<file path="src/design/afc_pkg.sv">
package afc_pkg;
  localparam int CW = 16;
  localparam int FB = 8;
  localparam int TW = 2*CW + 2;
  localparam int SW = 3*CW + 4;
  localparam int NPLANE = 6;
  localparam int NCORNER = 8;
  localparam int NROW = 3;
  localparam int QDEPTH = 2;

  typedef enum logic {OP_LOAD = 1'b0, OP_TEST = 1'b1} op_t;

  typedef struct packed {
    logic signed [CW-1:0] min_x, min_y, min_z, max_x, max_y, max_z;
  } box_t;

  typedef enum logic [1:0] {ST_IDLE, ST_RUN, ST_OUT} bstate_t;
endpackage

</file>
<file path="src/design/afc_front.sv">
module afc_front (
  input  logic             clk,
  input  logic             rst_n,
  input  logic             in_valid,
  output logic             in_ready,
  input  logic             op,
  input  logic [1:0]       row,
  input  logic [4*afc_pkg::CW-1:0] mrow,
  input  afc_pkg::box_t    box_in,
  output logic [4*afc_pkg::CW-1:0] rows_o [afc_pkg::NROW],
  input  logic             back_idle,
  output logic             q_valid,
  input  logic             q_ready,
  output afc_pkg::box_t    q_box
);
  import afc_pkg::*;
  logic [4*CW-1:0] rows_r [NROW];
  box_t            q_r [QDEPTH];
  logic [1:0]      cnt_r;
  logic            wp_r, rp_r;
  logic            push, pop;

  // loads only touch rows when no test is queued or running, so a box sees its rows
  assign in_ready = (op == OP_LOAD) ? (cnt_r == 2'd0 && back_idle)
                                    : (cnt_r != 2'(QDEPTH));
  assign push = in_valid && in_ready && op == OP_TEST;
  assign pop  = q_valid && q_ready;
  assign q_valid = cnt_r != 2'd0;
  assign q_box = q_r[rp_r];
  assign rows_o = rows_r;

  always_ff @(posedge clk) begin
    if (!rst_n) begin
      cnt_r <= 2'd0; wp_r <= 1'b0; rp_r <= 1'b0;
      rows_r[0] <= 64'(1 << FB);
      rows_r[1] <= 64'(1 << FB) << CW;
      rows_r[2] <= 64'(1 << FB) << (2*CW);
    end else begin
      if (in_valid && in_ready && op == OP_LOAD && row != 2'd3) rows_r[row] <= mrow;
      if (push) wp_r <= ~wp_r;
      if (pop) rp_r <= ~rp_r;
      cnt_r <= cnt_r + 2'(push) - 2'(pop);
    end
  end
  always_ff @(posedge clk) if (push) q_r[wp_r] <= box_in;
endmodule

</file>
<file path="config.mk">
export PLATFORM = sky130hd
export DESIGN_NAME = afc_front
export DESIGN_NICKNAME = d
export VERILOG_FILES = /design/src/design/afc_pkg.sv /design/src/design/afc_front.sv
export SDC_FILE = /design/constraint.sdc
export NUM_CORES = 1
export LEC_CHECK = 0
export ABC_AREA = 0
export BUFFER_PORTS_ARGS = -buffer_cell sky130_fd_sc_hd__buf_2
export CORE_MARGIN = 2
export CORE_UTILIZATION = 45
export CTS_CLUSTER_DIAMETER = 40
export DETAILED_ROUTE_END_ITERATION = 10
export GPL_TIMING_DRIVEN = 0
export PLACE_DENSITY = 0.73
export SKIP_CTS_REPAIR_TIMING = 1
export SYNTH_ARGS = -nofsm -noshare
export SYNTH_HDL_FRONTEND = slang
export SYNTH_SLANG_ARGS = --single-unit
</file>
<file path="constraint.sdc">
create_clock -name clk -period 21.5 [get_ports clk]
set_input_delay 3.225 -clock clk [delete_from_list [all_inputs] [get_ports clk]]
set_output_delay 3.225 -clock clk [all_outputs]
set_load 0.02 [all_outputs]
</file>
==> metrics.txt <==
# TYPE chip_impl_metric gauge
chip_impl_metric{name="grt_start_max_net_pins",unit=""} 50
chip_impl_metric{name="grt_pass1_wl",unit="mm"} 58.40
chip_impl_metric{name="postRouteWirelength",unit="mm"} 39.99
chip_impl_metric{name="final_core_util",unit=""} 0.6052
chip_impl_metric{name="netlist-cell-type-count",unit=""} 33
chip_impl_metric{name="wl_per_cell",unit="µm"} 20.14
chip_impl_metric{name="critical_path.max_stage_delay",unit="ps"} 160
chip_impl_metric{name="core-area",unit="mm²"} 0.02972
chip_impl_metric{name="area_growth",unit="%"} 32.09
chip_impl_metric{name="cts_inserted_buffers",unit=""} 44
chip_impl_metric{name="reg2reg_setup_slack",unit="ps"} 19090
chip_impl_metric{name="vias",unit=""} 10500
chip_impl_info{name="cp-startpoint",value="op"} 1
chip_impl_info{name="worstSetupPathType",value="input pin to output pin"} 1
chip_impl_info{name="crit_path_cell_trace",value="buf_2, a21oi_1, nor2_1, buf_2"} 1
chip_impl_metric{name="std_cell_rows",unit=""} 63
chip_impl_metric{name="hold_viol_final",unit=""} 0
chip_impl_metric{name="max-cap-violations",unit=""} 0
chip_impl_metric{name="register_bit_total_from_synthesis",unit=""} 389
chip_impl_metric{name="required",unit="ps"} 18270
chip_impl_metric{name="detail_route.iter0.violations",unit=""} 546
chip_impl_metric{name="post-route-period-util",unit=""} 0.3203
chip_impl_info{name="cts-root-buf",value="sky130_fd_sc_hd__clkbuf_16"} 1
chip_impl_info{name="category_of_the_worst_setup_path_capture_point",value="output pin"} 1
chip_impl_metric{name="routed_via_count_divided_by_cell_count",unit=""} 5.288
chip_impl_info{name="cts_tree",value="built"} 1
chip_impl_info{name="worst_path_most_repeated_cell",value="sky130_fd_sc_hd__buf_2"} 1
chip_impl_info{name="ys.flop_type",value="sky130_fd_sc_hd__dfxtp_1"} 1
chip_impl_metric{name="finalSetupViolations",unit=""} 0
chip_impl_metric{name="overall_power_of_the_completed_layout",unit="mW"} 1.883
chip_impl_metric{name="final_layout_size_suffix_gt1_frac",unit=""} 0.4195
chip_impl_metric{name="setup_tns_final",unit="ps"} 0
chip_impl_metric{name="synth.net_count",unit=""} 1215
chip_impl_metric{name="crit_path_max_fanout",unit=""} 4
chip_impl_info{name="timing.rr.start",value="cnt_r[0]$_SDFF_PN0_"} 1
chip_impl_metric{name="die_area",unit="mm²"} 0.03166
chip_impl_metric{name="number_of_flops_mapped_to_enable_cells_by_yosys",unit=""} 192
chip_impl_info{name="grt_setup_unrepaired",value="false"} 1
chip_impl_metric{name="drc",unit=""} 0
chip_impl_info{name="hp-class",value="flop to flop"} 1
chip_impl_metric{name="clk_pin_slew_worst_paths",unit="ps"} 60
chip_impl_metric{name="multi_input_comb_area",unit="mm²"} 0.003473
chip_impl_metric{name="synth_seq_area_share",unit=""} 0.7131
chip_impl_metric{name="syn_inst",unit=""} 1046
chip_impl_metric{name="synth_async_sr_flop_share",unit=""} 0
chip_impl_metric{name="max_freq",unit="GHz"} 0.1452
chip_impl_metric{name="power.density_cell_area",unit="mW/mm²"} 104.7
chip_impl_metric{name="grt_antenna_before_repair",unit=""} 5
chip_impl_metric{name="timing.reg2reg.worst_path_depth",unit=""} 7
chip_impl_metric{name="grt_pass1_vias",unit=""} 10460
chip_impl_metric{name="clock_sinks",unit=""} 389
chip_impl_metric{name="tightestPinTransition",unit="ps"} 781.9
chip_impl_metric{name="critical_path_arrival",unit="ps"} 3660
chip_impl_metric{name="finish.net_count",unit=""} 1727
chip_impl_metric{name="irDropWorstVdd",unit="µV"} 58.10
chip_impl_metric{name="drt_pass1_iterations",unit=""} 5
chip_impl_metric{name="gr-usage-all-layers",unit=""} 0.2411
chip_impl_metric{name="number_of_routed_nets_with_antenna_violations",unit=""} 0
chip_impl_metric{name="grt_remaining_overflow",unit=""} 0
chip_impl_metric{name="hpwlAfterDp",unit="mm"} 29.80
chip_impl_info{name="crit_end",value="in_ready"} 1
chip_impl_metric{name="numPlacedInstances",unit=""} 1902
chip_impl_info{name="crit-reg2reg-capture",value="q_r[0][59]$_DFFE_PP_"} 1
chip_impl_metric{name="initial_core_util",unit=""} 0.4582
chip_impl_metric{name="yosys_warnings",unit=""} 0
chip_impl_metric{name="skew",unit="ps"} 15.33
chip_impl_metric{name="width_of_the_die",unit="µm"} 177.9
chip_impl_metric{name="h-tree-depth",unit=""} 2
chip_impl_metric{name="period_needed",unit="ps"} 6886
chip_impl_info{name="crit_path_start_kind",value="input pin"} 1
chip_impl_metric{name="clock_latency",unit="ps"} 530
chip_impl_metric{name="final_max_slew_viol_count",unit=""} 0
chip_impl_metric{name="floorplan.io_pins",unit=""} 458
chip_impl_metric{name="cell_count_final_fillers_out",unit=""} 1985
chip_impl_metric{name="num-fill-cells",unit=""} 2436
chip_impl_metric{name="syn-mean-instance-area",unit="µm²"} 13.02
chip_impl_metric{name="power_leakage",unit="nW"} 7.383
chip_impl_metric{name="max_slew_margin",unit=""} 0.4788
chip_impl_metric{name="placement.io_buffers",unit=""} 456
chip_impl_metric{name="cts_buffer_depth",unit=""} 3
chip_impl_metric{name="gpl.final_weighted_congestion",unit=""} 0.9148
chip_impl_info{name="critical_path.slowest_cell",value="sky130_fd_sc_hd__buf_2"} 1
chip_impl_metric{name="syn-cell-area",unit="mm²"} 0.01362
chip_impl_metric{name="sequential_cell_area",unit="mm²"} 0.009709
chip_impl_info{name="hold_start",value="rows_o[50]$_SDFFE_PN0P_"} 1
chip_impl_metric{name="die_y_extent",unit="µm"} 177.9
chip_impl_info{name="run_status",value="finished, final reports clean"} 1
-- critical path: cells and delay by family --
kind                   cells  cell delay (ps)
buffers and inverters      2              280
AO/OA/AOI/OAI              1              110
AND/OR/NAND/NOR            1               50
-- logic make-up (layout without fill, tap and decap cells) --
logic type               Yosys count  count (layout)  synth area share
XOR/XNOR                           2               2          0.001287
AO/OA/AOI/OAI                    194             194           0.07352
adder cells (fa/ha/maj)            1               1         0.0009188
other                              0               5                 0
AND/OR/NAND/NOR                  275             275           0.09723
flip-flops                       389             389            0.7131
buffers and inverters             86             630           0.03235
multiplexers                      99              99           0.08160
-- stage by stage --
| step | cell area [µm²] | setup WS, ps | hold slack, ps |
|---|---|---|---|
| final | 17980 | 14610 | 457.8 |
| after global routing | 17980 | 14590 | 482.4 |
| after CTS | 17970 | 14610 | 456.9 |
| after detailed placement | 16530 | 14620 | 448.7 |
| after global placement | 16390 | 7299 | 443.4 |
| after floorplan | 13620 | 10940 | 536.1 |
-- flip-flops by register name (all words and copies together) (netlist names), named ones only --
name / cells
rp_r: 1
cnt_r: 2
wp_r: 1
q_r: 192
rows_o: 192
-- power by group --
group	switching, mW	leakage (nW)	internal, mW
registers	0.0110	3.35	0.813
logic	0.198	3.33	0.125
clock network	0.288	0.703	0.447
-- worst min path at each step --
stage / end / slack [ps] / cells past startpoint
floorplan: rows_o[136]$_SDFFE_PN1P_ / 540 / 2
global placement: rows_o[160]$_SDFFE_PN0P_ / 440 / 2
detailed placement: rows_o[164]$_SDFFE_PN0P_ / 450 / 2
CTS: rows_o[50]$_SDFFE_PN0P_ / 460 / 2
global route: rows_o[115]$_SDFFE_PN0P_ / 480 / 2
finish: rows_o[50]$_SDFFE_PN0P_ / 460 / 2
-- routing by layer --
metal / track usage / vias up / routed length (µm)
met1: 0.2632 / 5094 / 14210
met4: 0.08777 / 2 / 1388
met3: 0.08569 / 87 / 4355
met5: 0 / - / 15
li1: - / 4850 / -
met2: 0.4294 / 463 / 20020
-- cells in the mapped netlist, types with 4 or more instances --
cell type / number / area share
sky130_fd_sc_hd__and2_1: 4 / 0.0018
sky130_fd_sc_hd__buf_1: 19 / 0.0052
sky130_fd_sc_hd__buf_2: 15 / 0.0055
sky130_fd_sc_hd__buf_6: 13 / 0.011
sky130_fd_sc_hd__clkbuf_1: 34 / 0.0094
sky130_fd_sc_hd__dfxtp_1: 197 / 0.29
sky130_fd_sc_hd__edfxtp_1: 192 / 0.42
sky130_fd_sc_hd__inv_1: 4 / 0.0011
sky130_fd_sc_hd__mux2_2: 96 / 0.079
sky130_fd_sc_hd__nand2_1: 69 / 0.019
sky130_fd_sc_hd__nand3_1: 190 / 0.070
sky130_fd_sc_hd__o21ai_0: 113 / 0.042
sky130_fd_sc_hd__o21ai_1: 70 / 0.026
sky130_fd_sc_hd__o21ai_2: 6 / 0.0039
-- layout by cell type (no fill, tap or decap), types with 6 or more instances in the layout --
cell,instances
sky130_fd_sc_hd__clkbuf_1,39
sky130_fd_sc_hd__o21ai_2,6
sky130_fd_sc_hd__clkbuf_16,45
sky130_fd_sc_hd__nand3_1,190
sky130_fd_sc_hd__buf_2,471
sky130_fd_sc_hd__edfxtp_1,192
sky130_fd_sc_hd__o21ai_1,70
sky130_fd_sc_hd__clkinv_1,8
sky130_fd_sc_hd__mux2_2,96
sky130_fd_sc_hd__buf_6,18
sky130_fd_sc_hd__buf_1,19
sky130_fd_sc_hd__nand2_1,69
sky130_fd_sc_hd__o21ai_0,113
sky130_fd_sc_hd__dfxtp_1,197
-- layout make-up --
type	count	share of cell area
clock inverter	23	0.01273
tap	390	0.02713
antenna	5	0.0006957
inverter	4	0.0008348
timing repair buffer	466	0.1345
clock buffer	55	0.06748
multi-input combinational	571	0.1931
sequential	389	0.5399
buffer	82	0.02365
Power figures use the tool's default switching activity.
